`config.mk`:
```
export PLATFORM = sky130hd
export DESIGN_NAME = nmea_sentence_framer_checker_unit
export DESIGN_NICKNAME = d
export VERILOG_FILES = /design/src/hdl/nsfc_pkg.sv /design/src/hdl/nsfc_in_reg.sv /design/src/hdl/nsfc_framer.sv /design/src/hdl/nsfc_out_reg.sv /design/src/hdl/nmea_sentence_framer_checker_unit.sv
export SDC_FILE = /design/constraint.sdc
export NUM_CORES = 1
export LEC_CHECK = 0
export ABC_AREA = 1
export BUFFER_PORTS_ARGS = -buffer_cell sky130_fd_sc_hd__buf_2
export CORE_MARGIN = 2
export CORE_UTILIZATION = 49
export DETAILED_ROUTE_END_ITERATION = 8
export PLACE_DENSITY = 0.7
export SLEW_MARGIN = 5
export SYNTH_ARGS = -nofsm -noshare
export SYNTH_HDL_FRONTEND = slang
export SYNTH_HIERARCHICAL = 1
export SYNTH_SLANG_ARGS = --single-unit
export TNS_END_PERCENT = 30
```
`constraint.sdc`:
```
create_clock -name clock -period 2.7 [get_ports clock]
set_input_delay 0.54 -clock clock [delete_from_list [all_inputs] [get_ports clock]]
set_output_delay 0.54 -clock clock [all_outputs]
set_load 0.005 [all_outputs]
```
`src/hdl/nsfc_pkg.sv`:
```
package nsfc_pkg;

   // Default sentence buffer capacity in bytes
   localparam int unsigned LineCapacityDefault = 128;

   localparam int unsigned ByteW   = 8;
   localparam int unsigned StatusW = 2;
   localparam int unsigned KindW   = 2;
   localparam int unsigned LengthW = 7;

   // Characters of interest
   localparam logic [ByteW-1:0] CHAR_DOLLAR = 8'h24;
   localparam logic [ByteW-1:0] CHAR_STAR   = 8'h2A;
   localparam logic [ByteW-1:0] CHAR_LF     = 8'h0A;
   localparam logic [ByteW-1:0] CHAR_NUL    = 8'h00;

   // Result status codes
   localparam logic [StatusW-1:0] STATUS_OK    = 2'd0;
   localparam logic [StatusW-1:0] STATUS_BAD   = 2'd1;
   localparam logic [StatusW-1:0] STATUS_OTHER = 2'd2;

   // Sentence kind codes
   localparam logic [KindW-1:0] KIND_NONE = 2'd0;
   localparam logic [KindW-1:0] KIND_RMC  = 2'd1;
   localparam logic [KindW-1:0] KIND_GGA  = 2'd2;
   localparam logic [KindW-1:0] KIND_VTG  = 2'd3;

   // Checksum field progress
   typedef enum logic [3:0] {
      PH_BEFORE_STAR = 4'b0001,
      PH_HIGH_DIGIT  = 4'b0010,
      PH_LOW_DIGIT   = 4'b0100,
      PH_DIGITS_DONE = 4'b1000
   } phase_type;

   // One finished sentence
   typedef struct packed {
      logic [StatusW-1:0] status;
      logic [KindW-1:0]   kind;
      logic [LengthW-1:0] length;
   } result_type;

   // Character of a sentence name: name 0 RMC, 1 GGA, 2 VTG; position 0..2
   function automatic logic [ByteW-1:0] name_char(input logic [1:0] name,
                                                  input logic [1:0] idx);
      logic [ByteW-1:0] c;
      c = 8'h00;
      case (name)
         2'd0: begin
            case (idx)
               2'd0:    c = 8'h52; // R
               2'd1:    c = 8'h4D; // M
               default: c = 8'h43; // C
            endcase
         end
         2'd1: begin
            case (idx)
               2'd0:    c = 8'h47; // G
               2'd1:    c = 8'h47; // G
               default: c = 8'h41; // A
            endcase
         end
         default: begin
            case (idx)
               2'd0:    c = 8'h56; // V
               2'd1:    c = 8'h54; // T
               default: c = 8'h47; // G
            endcase
         end
      endcase
      return c;
   endfunction

   // Hex digit decode: bit 4 flags a valid digit, bits 3:0 the value
   function automatic logic [4:0] hex_decode(input logic [ByteW-1:0] c);
      logic [4:0] r;
      r = 5'd0;
      if (c inside {[8'h30:8'h39]}) begin
         r = {1'b1, 4'(c - 8'h30)};
      end else if (c inside {[8'h41:8'h46]}) begin
         r = {1'b1, 4'(c - 8'h37)};
      end else if (c inside {[8'h61:8'h66]}) begin
         r = {1'b1, 4'(c - 8'h57)};
      end
      return r;
   endfunction

endpackage

```
`src/hdl/nsfc_in_reg.sv`:
```
module nsfc_in_reg (
   input  logic                      clock,
   input  logic                      reset,
   input  logic                      req_valid,
   output logic                      req_ready,
   input  logic [nsfc_pkg::ByteW-1:0] req_rx_byte,
   input  logic                      take,
   output logic                      word_valid,
   output logic [nsfc_pkg::ByteW-1:0] word_byte
);
   import nsfc_pkg::*;

   logic             valid_ff, valid_in;
   logic [ByteW-1:0] byte_ff, byte_in;
   logic             load;

   // Accept a new word when empty or when the held word moves on
   assign req_ready = !valid_ff || take;
   assign load      = req_valid && req_ready;

   always_comb begin
      valid_in = valid_ff;
      byte_in  = byte_ff;
      if (load) begin
         valid_in = 1'b1;
         byte_in  = req_rx_byte;
      end else if (take) begin
         valid_in = 1'b0;
      end
   end

   always_ff @(posedge clock) begin
      if (reset) begin
         valid_ff <= 1'b0;
      end else begin
         valid_ff <= valid_in;
      end
      byte_ff <= byte_in;
   end

   assign word_valid = valid_ff;
   assign word_byte  = byte_ff;

endmodule

```
`src/hdl/nsfc_framer.sv`:
```
module nsfc_framer #(
   parameter int unsigned LINE_CAPACITY = nsfc_pkg::LineCapacityDefault
) (
   input  logic                       clock,
   input  logic                       reset,
   input  logic                       fire,
   input  logic [nsfc_pkg::ByteW-1:0] rx_byte,
   output logic                       emit,
   output nsfc_pkg::result_type       result
);
   import nsfc_pkg::*;

   localparam int unsigned CountW = $clog2(LINE_CAPACITY);
   localparam int unsigned LenW   = (CountW > LengthW) ? CountW : LengthW;

   logic              in_sentence_ff, in_sentence_in;
   logic [CountW-1:0] count_ff, count_in;
   logic [ByteW-1:0]  xor_ff, xor_in;
   phase_type         phase_ff, phase_in;
   logic [3:0]        high_ff, high_in;
   logic              ferr_ff, ferr_in;
   logic [2:0]        match_ff, match_in;

   // Work through one byte against the sentence state
   always_comb begin
      logic [CountW-1:0] pos;
      logic [4:0]        hex;
      logic [LenW-1:0]   len_wide;
      in_sentence_in = in_sentence_ff;
      count_in       = count_ff;
      xor_in         = xor_ff;
      phase_in       = phase_ff;
      high_in        = high_ff;
      ferr_in        = ferr_ff;
      match_in       = match_ff;
      emit           = 1'b0;
      result         = '0;
      pos            = count_ff;
      hex            = hex_decode(rx_byte);
      len_wide       = '0;
      if (fire) begin
         // A dollar always opens a fresh sentence
         if (rx_byte == CHAR_DOLLAR) begin
            in_sentence_in = 1'b1;
            count_in       = '0;
            xor_in         = '0;
            phase_in       = PH_BEFORE_STAR;
            high_in        = '0;
            ferr_in        = 1'b0;
            match_in       = 3'b111;
         end
         if (in_sentence_in) begin
            if (count_in >= CountW'(LINE_CAPACITY - 1)) begin
               // Drop an overlong sentence without a result
               in_sentence_in = 1'b0;
               count_in       = '0;
               xor_in         = '0;
               phase_in       = PH_BEFORE_STAR;
               high_in        = '0;
               ferr_in        = 1'b0;
               match_in       = 3'b111;
            end else begin
               pos      = count_in;
               count_in = count_in + CountW'(1);
               // Match the sentence name
               if (pos >= CountW'(3) && pos <= CountW'(5)) begin
                  for (int k = 0; k < 3; k++) begin
                     if (name_char(2'(k), 2'(pos - CountW'(3))) != rx_byte) begin
                        match_in[k] = 1'b0;
                     end
                  end
               end
               // Checksum body and digits
               if (pos != '0) begin
                  case (phase_in)
                     PH_BEFORE_STAR: begin
                        if (rx_byte == CHAR_STAR) begin
                           phase_in = PH_HIGH_DIGIT;
                        end else begin
                           if (rx_byte == CHAR_NUL) ferr_in = 1'b1;
                           xor_in = xor_in ^ rx_byte;
                        end
                     end
                     PH_HIGH_DIGIT: begin
                        high_in = hex[3:0];
                        if (!hex[4]) ferr_in = 1'b1;
                        phase_in = PH_LOW_DIGIT;
                     end
                     PH_LOW_DIGIT: begin
                        if (!hex[4]) ferr_in = 1'b1;
                        if ({high_in, hex[3:0]} != xor_in) ferr_in = 1'b1;
                        phase_in = PH_DIGITS_DONE;
                     end
                     default: begin
                        phase_in = phase_in;
                     end
                  endcase
               end
               // Line feed closes the sentence
               if (rx_byte == CHAR_LF) begin
                  emit     = 1'b1;
                  len_wide = LenW'(count_in);
                  result.length = len_wide[LengthW-1:0];
                  if (ferr_in || phase_in != PH_DIGITS_DONE || pos < CountW'(3)) begin
                     result.status = STATUS_BAD;
                     result.kind   = KIND_NONE;
                  end else if (match_in[0]) begin
                     result.status = STATUS_OK;
                     result.kind   = KIND_RMC;
                  end else if (match_in[1]) begin
                     result.status = STATUS_OK;
                     result.kind   = KIND_GGA;
                  end else if (match_in[2]) begin
                     result.status = STATUS_OK;
                     result.kind   = KIND_VTG;
                  end else begin
                     result.status = STATUS_OTHER;
                     result.kind   = KIND_NONE;
                  end
                  in_sentence_in = 1'b0;
                  count_in       = '0;
                  xor_in         = '0;
                  phase_in       = PH_BEFORE_STAR;
                  high_in        = '0;
                  ferr_in        = 1'b0;
                  match_in       = 3'b111;
               end
            end
         end
      end
   end

   always_ff @(posedge clock) begin
      if (reset) begin
         in_sentence_ff <= 1'b0;
         count_ff       <= '0;
         xor_ff         <= '0;
         phase_ff       <= PH_BEFORE_STAR;
         high_ff        <= '0;
         ferr_ff        <= 1'b0;
         match_ff       <= 3'b111;
      end else begin
         in_sentence_ff <= in_sentence_in;
         count_ff       <= count_in;
         xor_ff         <= xor_in;
         phase_ff       <= phase_in;
         high_ff        <= high_in;
         ferr_ff        <= ferr_in;
         match_ff       <= match_in;
      end
   end

endmodule

```
`src/hdl/nsfc_out_reg.sv`:
```
module nsfc_out_reg (
   input  logic                         clock,
   input  logic                         reset,
   input  logic                         load,
   input  nsfc_pkg::result_type         result,
   output logic                         free,
   output logic                         rsp_valid,
   input  logic                         rsp_ready,
   output logic [nsfc_pkg::StatusW-1:0] rsp_status,
   output logic [nsfc_pkg::KindW-1:0]   rsp_sentence_kind,
   output logic [nsfc_pkg::LengthW-1:0] rsp_line_length
);
   import nsfc_pkg::*;

   logic       valid_ff, valid_in;
   result_type data_ff, data_in;

   // Room for a new word when empty or when the held word is taken now
   assign free = !valid_ff || rsp_ready;

   always_comb begin
      valid_in = valid_ff;
      data_in  = data_ff;
      if (load) begin
         valid_in = 1'b1;
         data_in  = result;
      end else if (rsp_ready) begin
         valid_in = 1'b0;
      end
   end

   always_ff @(posedge clock) begin
      if (reset) begin
         valid_ff <= 1'b0;
      end else begin
         valid_ff <= valid_in;
      end
      data_ff <= data_in;
   end

   assign rsp_valid         = valid_ff;
   assign rsp_status        = data_ff.status;
   assign rsp_sentence_kind = data_ff.kind;
   assign rsp_line_length   = data_ff.length;

endmodule

```
`src/hdl/nmea_sentence_framer_checker_unit.sv`:
```
// NMEA 0183 sentence framer and checksum checker. Takes one received serial byte
// per word and returns one word per sentence closed by a line feed: status (good
// known sentence, bad checksum or format, good but another type), kind (RMC, GGA,
// VTG) and length from the dollar through the line feed. A dollar always restarts
// the sentence; bytes outside a sentence and sentences longer than LINE_CAPACITY-1
// bytes give no word. A byte passes an input register and one short update of the
// sentence state into the result register, so one byte is taken every cycle; a
// result is loaded into the result register as its line feed leaves the input
// register, and the only stall is a held result.
module nmea_sentence_framer_checker_unit #(
   parameter int unsigned LINE_CAPACITY = nsfc_pkg::LineCapacityDefault
) (
   input  logic                         clock,
   input  logic                         reset,
   input  logic                         req_valid,
   output logic                         req_ready,
   input  logic [nsfc_pkg::ByteW-1:0]   req_rx_byte,
   output logic                         rsp_valid,
   input  logic                         rsp_ready,
   output logic [nsfc_pkg::StatusW-1:0] rsp_status,
   output logic [nsfc_pkg::KindW-1:0]   rsp_sentence_kind,
   output logic [nsfc_pkg::LengthW-1:0] rsp_line_length
);
   import nsfc_pkg::*;

   logic             word_valid;
   logic [ByteW-1:0] word_byte;
   logic             out_free;
   logic             fire;
   logic             emit;
   result_type       result;

   // Advance a held byte whenever the result side has room
   assign fire = word_valid && out_free;

   nsfc_in_reg u_in_reg (
      .clock       (clock),
      .reset       (reset),
      .req_valid   (req_valid),
      .req_ready   (req_ready),
      .req_rx_byte (req_rx_byte),
      .take        (fire),
      .word_valid  (word_valid),
      .word_byte   (word_byte)
   );

   nsfc_framer #(
      .LINE_CAPACITY (LINE_CAPACITY)
   ) u_framer (
      .clock   (clock),
      .reset   (reset),
      .fire    (fire),
      .rx_byte (word_byte),
      .emit    (emit),
      .result  (result)
   );

   nsfc_out_reg u_out_reg (
      .clock             (clock),
      .reset             (reset),
      .load              (fire && emit),
      .result            (result),
      .free              (out_free),
      .rsp_valid         (rsp_valid),
      .rsp_ready         (rsp_ready),
      .rsp_status        (rsp_status),
      .rsp_sentence_kind (rsp_sentence_kind),
      .rsp_line_length   (rsp_line_length)
   );

   // A good known sentence always names its kind
   a_ok_has_kind : assert property (@(posedge clock) disable iff (reset)
      rsp_valid && rsp_status == STATUS_OK |-> rsp_sentence_kind != KIND_NONE)
      else $error("good sentence without kind");

   // Any other status carries no kind
   a_other_no_kind : assert property (@(posedge clock) disable iff (reset)
      rsp_valid && rsp_status != STATUS_OK |-> rsp_sentence_kind == KIND_NONE)
      else $error("kind reported on a non-good sentence");

   // A full input register behind a stalled result blocks new bytes
   a_stall_blocks : assert property (@(posedge clock) disable iff (reset)
      word_valid && rsp_valid && !rsp_ready |-> !req_ready)
      else $error("byte taken while the pipeline is stalled");

   // A byte moves on only when the result register is free, so its result is held valid
   a_fire_free : assert property (@(posedge clock) disable iff (reset)
      fire && emit |=> rsp_valid)
      else $error("result lost");

endmodule

```
==> flow_metrics.tcl, run 1 <==
set metrics [dict create \
    critical_path.cell_chain "nor2_4 -> nand3_2 -> nor2_4 -> nor2_1 -> inv_1 -> ha_1 -> xor2_1 -> nand3_1 -> inv_1 -> o2111ai_1 -> nand4_1 -> o21ai_0 -> inv_1 -> nor2_1 -> nand2_1 -> nor2_1" \
    cellPowerDensity_nw_per_um2 414.8 \
    synthFlopType "dfxtp_1" \
    slew_headroom_pct 71.94 \
    synthXorXnorAreaFrac_pct 2.595 \
    grt_pass1_wl_microns 13660 \
    arrival_ns 2.61 \
    synth_simple_gate_area_share_pct 34.00 \
    final_cell_mix "nand2_1, inv_1, nor2_1" \
    endpoint_kind "register" \
    ys_seq_area_share_pct 34.71 \
    ant_nets 0 \
    clk_pin_slew_ns 0.10 \
    clk_latency_ns 0.31 \
    critical_path.max_fanout 4 \
    fin_tns_setup_ns 0 \
    die_w_microns 86.99 \
    htreeDepth 2 \
    n_antenna_cell 0 \
    final_common_cell "nand2_1" \
    finish.utilization_pct 55.92 \
    grt_pass1_vias 2959 \
    min_period_ns 2.530 \
    avgSynthCellArea_sq_um 7.195 \
    port_buffers 24 \
    wl_met1_microns 3737 \
    crit_start "u_in_reg/word_byte[7]$_DFFE_PP_" \
    hold_viol_final 0 \
    root_buffer "clkbuf_8" \
    synth_edf_count 19 \
    slew_viol_final 0 \
    grt_start_max_net_pins 22 \
    synth.area.mux_share_pct 0 \
    p_total_mw 1.558 \
    hp-class "in2reg" \
    whs_ns 0.4054 \
    critPathSlowestCell "edfxtp_1" \
    num-fill-cells 645 \
    viasPerCell 5.490 \
    syn_nets 490 \
    fin_ws_ns 0.1696 \
    rows 30 \
    die_y_microns 86.99 \
    crit_buf_inv 3 \
    core_area_sq_um 6719 \
    synth.distinct_cells 44 \
    place_congestion 0.9208 \
    ys_ff_latch 49 \
    first_pass_iters 5 \
    numCtsBuffers 5 \
    crit_path_start_kind "register" \
    synthesis.instances 469 \
    synth_top_family_by_area "simple AND/OR/NAND/NOR gates" \
    area_growth_syn_to_layout_pct 11.35 \
    drtIter0Drc 202 \
    cpLargestDelayFamily "simple AND/OR/NAND/NOR gates" \
    initial_core_util_pct 50.22 \
    clock_skew_ns 0.01243 \
    tightest_slew_ns 0.4209 \
    drt_wl_total_microns 8319 \
    max_stage_delay_ns 0.48 \
    async_reset_ff_share_pct 0 \
    worstPathRequired_ns 2.78 \
    hp-start "req_rx_byte[5]" \
    status "complete, no violations" \
    pre_cts_slack_ns 0.1423 \
    synth_compound_area_share_pct 14.91 \
    grt-ovfl-total 0 \
    antenna_found_initial 0 \
    multi_input_area_sq_um 1869 \
    die-area_sq_um 7566 \
    cts.path.max_buffers 2 \
    worstSetupPathType "reg2reg" \
    fmax_ghz 0.3952 \
    r2r-start "u_in_reg/word_byte[7]$_DFFE_PP_" \
    clock-sinks 49 \
    drive_gt1_share_pct 22.02 \
    avgRoutedWirePerCell_microns 14.24 \
    drc 0 \
    ir_drop_mv 0.2117 \
    finalSetupViolCount 0 \
    cts_tree "yes" \
    synth.cell_area_sq_um 3374 \
    ys_warn_count 6 \
    num_vias 3206 \
    grt_use_total_pct 23.03 \
    fin_nets 524 \
    wl_met2_microns 3901 \
    p_leak_nw 1.551 \
    wl_met3_microns 472 \
    ff_latch_area_sq_um 1171 \
    drv_cap 0 \
    top_layer_used "met4" \
    synthAdderAreaFrac_pct 3.337 \
    grt_setup_unrepaired "false" \
    pin_count 25 \
    dp.final_hpwl_microns 6355 \
    finalCritPeriodShare_pct 93.72 \
]
## layer usage
metal | GRT usage (%) | vias to the layer above
li1 | - | 1592
met1 | 29.50 | 1486
met2 | 37.82 | 107
met3 | 3.886 | 21
met4 | 10.51 | 0
met5 | 0 | -
## where the power goes
part / internal, mW / total, mW / switching (mW) / leakage (nW)
Clock: 0.184 / 0.445 / 0.261 / 0.0445
Sequential: 0.791 / 0.815 / 0.0238 / 0.398
Combinational: 0.104 / 0.298 / 0.194 / 1.11
## path summary, 6_finish.rpt
kind,end,cells after the start,slack (ns)
setup / recovery,u_out_reg/rsp_sentence_kind[1]$_DFFE_PP_,16,0.17
setup reg to reg,u_out_reg/rsp_sentence_kind[1]$_DFFE_PP_,16,0.17
hold reg to reg,u_framer/xor_ff[2]$_SDFFE_PP0P_,2,0.47
hold / removal,u_in_reg/word_byte[5]$_DFFE_PP_,1,0.41
## sequential cells by signal, indices dropped and copies added, names as in the netlist
signal,flops
u_out_reg/rsp_line_length,7
u_in_reg/word_valid,1
u_out_reg/rsp_status,2
u_framer/in_sentence_ff,1
u_framer/high_ff,4
u_out_reg/rsp_sentence_kind,2
u_out_reg/rsp_valid,1
u_in_reg/word_byte,8
u_framer/xor_ff,8
u_framer/count_ff,7
u_framer/ferr_ff,1
u_framer/phase_ff,4
u_framer/match_ff,3
## cell type report
class                   instances  share of cell area (%)
inverters                      69                   6.893
repair buffers                 42                   7.126
multi-input cells             336                   49.75
well taps                      80                   2.664
clock buffers                   5                   1.832
flip-flops and latches         49                   31.17
clock inverters                 3                  0.5661
## logic make-up (layout without fill, tap and decap cells)
| logic type | after synthesis | after routing |
|---|---|---|
| fa+ha+maj | 9 | 9 |
| flops | 49 | 49 |
| xor+xnor | 10 | 10 |
| simple gates | 228 | 228 |
| compound gates | 89 | 89 |
| buf+inv | 84 | 119 |
## what timing repair did
item / in CTS / in global routing
setup endpoints to repair: 0 / 15
resized for setup: 0 / 2
hold endpoints to repair: 0 / 0
buffers inserted: 0 / 1
hold buffers: 0 / 0
## Yosys cell counts, types with 3 or more instances
master	number	share of area, %
ha_1	9	3.3
clkbuf_1	9	1.0
inv_2	14	1.6
nor2_2	7	1.3
inv_1	54	6.0
nand4_1	7	1.3
nor2_4	8	2.7
edfxtp_1	19	17
nand3_1	35	5.2
dfxtp_1	30	18
o21ai_0	28	4.2
nor2_1	53	5.9
nand3_2	7	2.1
nand2_2	7	1.3
xor2_1	9	2.3
a21oi_1	42	6.2
nand2_4	3	1.0
buf_4	3	0.67
nand2_1	91	10
o21ai_1	4	0.59
## through the flow
| step | cells | instance area (sq um) |
|---|---|---|
| floorplan | 469 | 3387 |
| CTS | 583 | 3726 |
| detailed placement | 575 | 3636 |
| global placement | 575 | 3636 |
| finish | 584 | 3757 |
| global route | 584 | 3757 |
(Power assumes the default switching activity.)
==> run 2: changes to the inputs <==
--- a/config.mk
+++ b/config.mk
@@ -5,7 +5,6 @@
 export SDC_FILE = /design/constraint.sdc
 export NUM_CORES = 1
 export LEC_CHECK = 0
-export ABC_AREA = 1
 export BUFFER_PORTS_ARGS = -buffer_cell sky130_fd_sc_hd__buf_2
 export CORE_MARGIN = 2
 export CORE_UTILIZATION = 49
==> flow_metrics.tcl, run 2 <==
set metrics [dict create \
    root_buffer "clkbuf_8" \
    status "finished, violations left" \
    stdcell_count 514 \
    die_y_microns 82.20 \
    endpoint_kind "register" \
    final_common_cell "buf_4" \
    die-area_sq_um 6757 \
    viasPerCell 6.054 \
    drc 0 \
    worstPathRequired_ns 2.85 \
    syn_nets 371 \
    drt_wl_total_microns 9143 \
    synthesis.instances 350 \
    synth_top_area_share_pct 20.04 \
    clock-sinks 49 \
    crit_top_cell "ha_4" \
    num_vias 3112 \
    place_congestion 1.025 \
    post-route-cell-area_sq_um 4106 \
    area_growth_syn_to_layout_pct 37.04 \
    synthFlopType "dfxtp_1" \
    finalCritPeriodShare_pct 121.7 \
    arrival_ns 3.44 \
    synth.cell_area_sq_um 2997 \
    synth.most_common_cell "nor2_1" \
    grt_pass1_wl_microns 14040 \
    async_reset_ff_share_pct 0 \
    fin_ws_ns -0.5870 \
    grt_start_max_net_pins 20 \
    avgSynthCellArea_sq_um 8.562 \
    grt_setup_unrepaired "true" \
    clk_latency_ns 0.32 \
    drtIter0Drc 374 \
    synthTopCellsByArea "dfxtp_1, edfxtp_1, a21oi_1, o21ai_0, nor2_1" \
    crit_path_start_kind "register" \
    cts_tree "yes" \
    pin_count 25 \
    fmax_ghz 0.3042 \
    ys_ff_latch 49 \
    final_cell_mix "buf_4, dfxtp_1, nor2_1" \
    p_leak_nw 1.511 \
    synth_commonest_cells "nor2_1, dfxtp_1, nand2_1" \
    dp.cells 494 \
    critical_path.max_fanout 3 \
    ys_seq_area_share_pct 39.08 \
    die_w_microns 82.20 \
    grt-ovfl-total 0 \
    grt_use_total_pct 27.59 \
    first_pass_iters 6 \
    hold_buffers 0 \
    core_area_sq_um 5921 \
    dp.final_hpwl_microns 6320 \
    critical_path.cell_chain "inv_4 -> ha_4 -> and4b_1 -> nand2_2 -> nand2_4 -> ha_4 -> and3_4 -> or3_4 -> a221o_1 -> or3b_4 -> or4_4 -> nor3b_2" \
    fin_nets 459 \
    synth.distinct_cells 65 \
    hp-class "in2reg" \
    finish.utilization_pct 69.36 \
    slew_viol_final 0 \
    drv_cap 0 \
    failed_checks "negative setup slack" \
    ant_nets 0 \
    worstSetupPathType "reg2reg" \
    hold_viol_final 0 \
    initial_core_util_pct 50.61 \
    grt_pass1_vias 2930 \
    htreeDepth 2 \
    clk_pin_slew_ns 0.09 \
    whs_ns 0.4011 \
    drive_gt1_share_pct 38.27 \
    rows 28 \
    synth_edf_count 19 \
    finalSetupViolCount 51 \
    antenna_found_initial 0 \
    port_buffers 24 \
    slew_headroom_pct 53.55 \
    cts.path.max_buffers 2 \
    avgRoutedWirePerCell_microns 17.79 \
    n_antenna_cell 0 \
    p_total_mw 1.389 \
    yosysTopAreaCell "dfxtp_1" \
    numCtsBuffers 5 \
    min_period_ns 3.287 \
    tightest_slew_ns 0.6914 \
    cellPowerDensity_nw_per_um2 338.4 \
    critPathSlowestCell "or4_4" \
    ir_drop_mv 0.3152 \
    dpl_cell_area_sq_um 3667 \
    max_stage_delay_ns 0.46 \
    ys_warn_count 6 \
    clock_skew_ns 0.01511 \
]
==> run 2: changes by cell type in the layout (fill, tap and decap cells not counted), sizes merged, moves of 8 or more <==
cell	before	now
o21ai	34	25
and2	0	8
nand4	9	1
inv	69	13
nand2b	0	8
nor3	2	16
nand2	101	30
buf	42	101
nand3	44	11
a21oi	44	30
nor2	68	34
==> run 2: layer usage <==
layer  GRT usage, %  share of wire, %  vias up  wire length, microns
met5              0                 0        -                     0
met4          10.50               2.9        0                   268
met3          4.130               6.3       30                   576
met2          47.98                50      138                  4541
met1          34.29                41     1482                  3756
li1               -                 -     1462                     -
==> run 2: cell type report <==
cell class                 count  area [sq um]
clock buffer                   6         82.58
timing repair buffer         101         737.0
inverter                      12         50.05
fill                         454          1814
tap                           75         93.84
clock inverter                 2         16.27
multi-input combinational    269          1956
sequential                    49          1171
==> run 2: final timing paths <==
path / startpoint / to / slack [ns] / cells after the start
min reg2reg: u_framer/high_ff[3]$_SDFFE_PP0P_ / u_framer/high_ff[3]$_SDFFE_PP0P_ / 0.49 / 1
max: u_in_reg/word_byte[1]$_DFFE_PP_ / u_out_reg/rsp_status[1]$_DFFE_PP_ / -0.59 / 12
min: req_rx_byte[6] / u_in_reg/word_byte[6]$_DFFE_PP_ / 0.40 / 1
max reg2reg: u_in_reg/word_byte[1]$_DFFE_PP_ / u_out_reg/rsp_status[1]$_DFFE_PP_ / -0.59 / 12
==> run 2: stage by stage <==
step,TNS (ns),worst slack [ns]
after global routing,-19.83,-0.6513
final,-14.70,-0.5870
after detailed placement,-9.218,-0.5952
after CTS,-6.443,-0.5370
after global placement,-6.401,-0.4530
after floorplan,-7.553,-0.6436
==> run 2: worst max-delay path: cells and delay by family, from the launching register on <==
family          cells  cell delay (ns)
compound gates      1             0.34
fa+ha+maj           2             0.32
buf+inv             1             0.05
flops               1             0.40
simple gates        8             2.02
==> run 2: cells by family (layout without fill, tap and decap cells) <==
group | Yosys count | after routing | share of synthesized area [%]
fa+ha+maj | 9 | 9 | 3.758
xor+xnor | 13 | 13 | 3.800
compound gates | 98 | 98 | 21.09
simple gates | 146 | 146 | 26.81
flops | 49 | 49 | 39.08
buf+inv | 32 | 121 | 4.467
mux | 3 | 3 | 1.002
==> run 2: timing repair <==
item,in CTS,in global routing
endpoints found under the setup margin,43,50
gates resized for setup,47,18
setup buffers,6,6
pin swaps,16,2
==> run 2: where the power goes <==
| part | leakage, nW | internal (mW) | switching, mW | total (mW) |
|---|---|---|---|---|
| registers | 0.404 | 0.774 | 0.00562 | 0.779 |
| clock network | 0.0478 | 0.212 | 0.270 | 0.482 |
| logic | 1.06 | 0.0576 | 0.0707 | 0.128 |
==> run 3: changes to the inputs <==
--- a/config.mk
+++ b/config.mk
@@ -8,8 +8,11 @@
 export BUFFER_PORTS_ARGS = -buffer_cell sky130_fd_sc_hd__buf_2
 export CORE_MARGIN = 2
 export CORE_UTILIZATION = 49
+export CTS_BUF_LIST = sky130_fd_sc_hd__clkbuf_2
 export DETAILED_ROUTE_END_ITERATION = 8
+export MAX_ROUTING_LAYER = met4
 export PLACE_DENSITY = 0.7
+export SETUP_SLACK_MARGIN = 0.2
 export SLEW_MARGIN = 5
 export SYNTH_ARGS = -nofsm -noshare
 export SYNTH_HDL_FRONTEND = slang
==> flow_metrics.tcl, run 3 (synthesis results as in run 2) <==
set metrics [dict create \
    clock-sinks 49 \
    grt_use_total_pct 28.38 \
    finalCritPeriodShare_pct 118.9 \
    ant_nets 0 \
    drtIter0Drc 243 \
    hold_viol_final 0 \
    port_buffers 24 \
    failed_checks "negative setup slack" \
    cts.path.max_buffers 2 \
    drc 0 \
    tightest_slew_ns 0.7856 \
    n_antenna_cell 0 \
    place_congestion 0.9662 \
    fin_tns_setup_ns -10.37 \
    p_leak_nw 1.569 \
    num_vias 3153 \
    antenna_found_initial 0 \
    dp.final_hpwl_microns 6189 \
    htreeDepth 2 \
    crit_path_start_kind "register" \
    dpl_cell_area_sq_um 3675 \
    die-area_sq_um 6757 \
    ir_drop_mv 0.2384 \
    grt_pass1_wl_microns 13980 \
    hp-class "in2reg" \
    clk_pin_slew_ns 0.26 \
    grt_pass1_vias 2863 \
    die_w_microns 82.20 \
    avgRoutedWirePerCell_microns 17.65 \
    first_pass_iters 6 \
    finish.utilization_pct 70.94 \
    arrival_ns 3.54 \
    cellPowerDensity_nw_per_um2 317.7 \
    cts_tree "yes" \
    grt-ovfl-total 0 \
    die_y_microns 82.20 \
    slew_headroom_pct 46.89 \
    crit_top_cell "ha_4" \
    area_growth_syn_to_layout_pct 40.17 \
    hold_buffers 0 \
    drive_gt1_share_pct 43.24 \
    clk_latency_ns 0.46 \
    grt_start_max_net_pins 18 \
    viasPerCell 6.075 \
    fin_nets 464 \
    critPathSlowestCell "edfxtp_1" \
    worstPathRequired_ns 3.03 \
    drv_cap 0 \
    endpoint_kind "register" \
    fmax_ghz 0.3116 \
    drt_wl_total_microns 9159 \
    slew_viol_final 0 \
    grt_setup_unrepaired "true" \
    post-route-cell-area_sq_um 4200 \
    clock_skew_ns 0.01869 \
    max_stage_delay_ns 0.48 \
    critical_path.max_fanout 4 \
    core_area_sq_um 5921 \
    critical_path.cell_chain "inv_4 -> ha_4 -> and4b_1 -> nand2_2 -> nand2_4 -> ha_4 -> buf_4 -> nand3_1 -> and4_1 -> nor3_1 -> or3b_4 -> or4_4 -> nor3b_2" \
    finalSetupViolCount 44 \
    numCtsBuffers 5 \
    rows 28 \
    final_common_cell "buf_4" \
    initial_core_util_pct 50.61 \
    pin_count 25 \
    fin_ws_ns -0.5096 \
    worstSetupPathType "reg2reg" \
    min_period_ns 3.210 \
    final_cell_mix "buf_4, dfxtp_1, nor2_1" \
    root_buffer "clkbuf_2" \
    pre_cts_slack_ns -0.5348 \
    status "finished, violations left" \
]
==> run 3: cell count changes in the layout (fill, tap and decap cells not counted), sizes merged <==
cell      delta
buf          +5
clkinv       +1
clkbuf       -1
clkinvlp     -1
bufinv       +1
==> run 3: timing repair <==
action	in CTS	in global routing
setup buffers	6	10
endpoints found under the setup margin	50	51
resized for setup	48	34
pin swaps	20	20
==> run 3: layout make-up <==
class	count	area (sq um)
Fill cell	436	1720
Multi-Input combinational cell	269	2034
Clock buffer	5	25.02
Sequential cell	49	1171
Clock inverter	3	43.79
Timing Repair Buffer	106	782.0
Tap cell	75	93.84
Inverter	12	50.05
==> run 3: metal layers <==
| metal | vias to the layer above | routed length [microns] | GRT usage, % |
|---|---|---|---|
| li1 | 1470 | - | - |
| met1 | 1513 | 3834 | 34.81 |
| met2 | 136 | 4501 | 44.11 |
| met3 | 34 | 477 | 4.891 |
| met4 | 0 | 346 | 16.17 |
| met5 | - | 0 | - |
==> run 3: stage by stage <==
| step | hold slack [ns] | total power [mW] | cells |
|---|---|---|---|
| after floorplan | 0.4550 | 0.8623 | 350 |
| final | 0.2308 | 1.334 | 519 |
| after global placement | 0.4710 | 0.9141 | 495 |
| after detailed placement | 0.4767 | 0.9160 | 495 |
| after CTS | 0.2242 | 1.326 | 509 |
| after global routing | 0.1750 | 1.381 | 519 |
==> run 3: power by group <==
part / internal [mW] / total, mW / switching (mW)
clock: 0.159 / 0.418 / 0.260
sequential: 0.777 / 0.782 / 0.00582
combinational: 0.0591 / 0.133 / 0.0743
==> run 3: final timing paths <==
| check | endpoint | cells after the start | slack (ns) | from |
|---|---|---|---|---|
| max reg2reg | u_out_reg/rsp_status[1]$_DFFE_PP_ | 13 | -0.51 | u_in_reg/word_byte[1]$_DFFE_PP_ |
| max | u_out_reg/rsp_status[1]$_DFFE_PP_ | 13 | -0.51 | u_in_reg/word_byte[1]$_DFFE_PP_ |
| min reg2reg | u_framer/high_ff[0]$_SDFFE_PP0P_ | 2 | 0.52 | u_framer/high_ff[0]$_SDFFE_PP0P_ |
| min | u_in_reg/word_byte[4]$_DFFE_PP_ | 1 | 0.23 | req_rx_byte[4] |
==> run 3: critical path: cells and delay by family, from the launching register on <==
family | cells | cell delay [ns]
AND/OR/NAND/NOR | 9 | 2.14
flip-flops | 1 | 0.48
buffers and inverters | 2 | 0.21
adder cells (fa/ha/maj) | 2 | 0.25
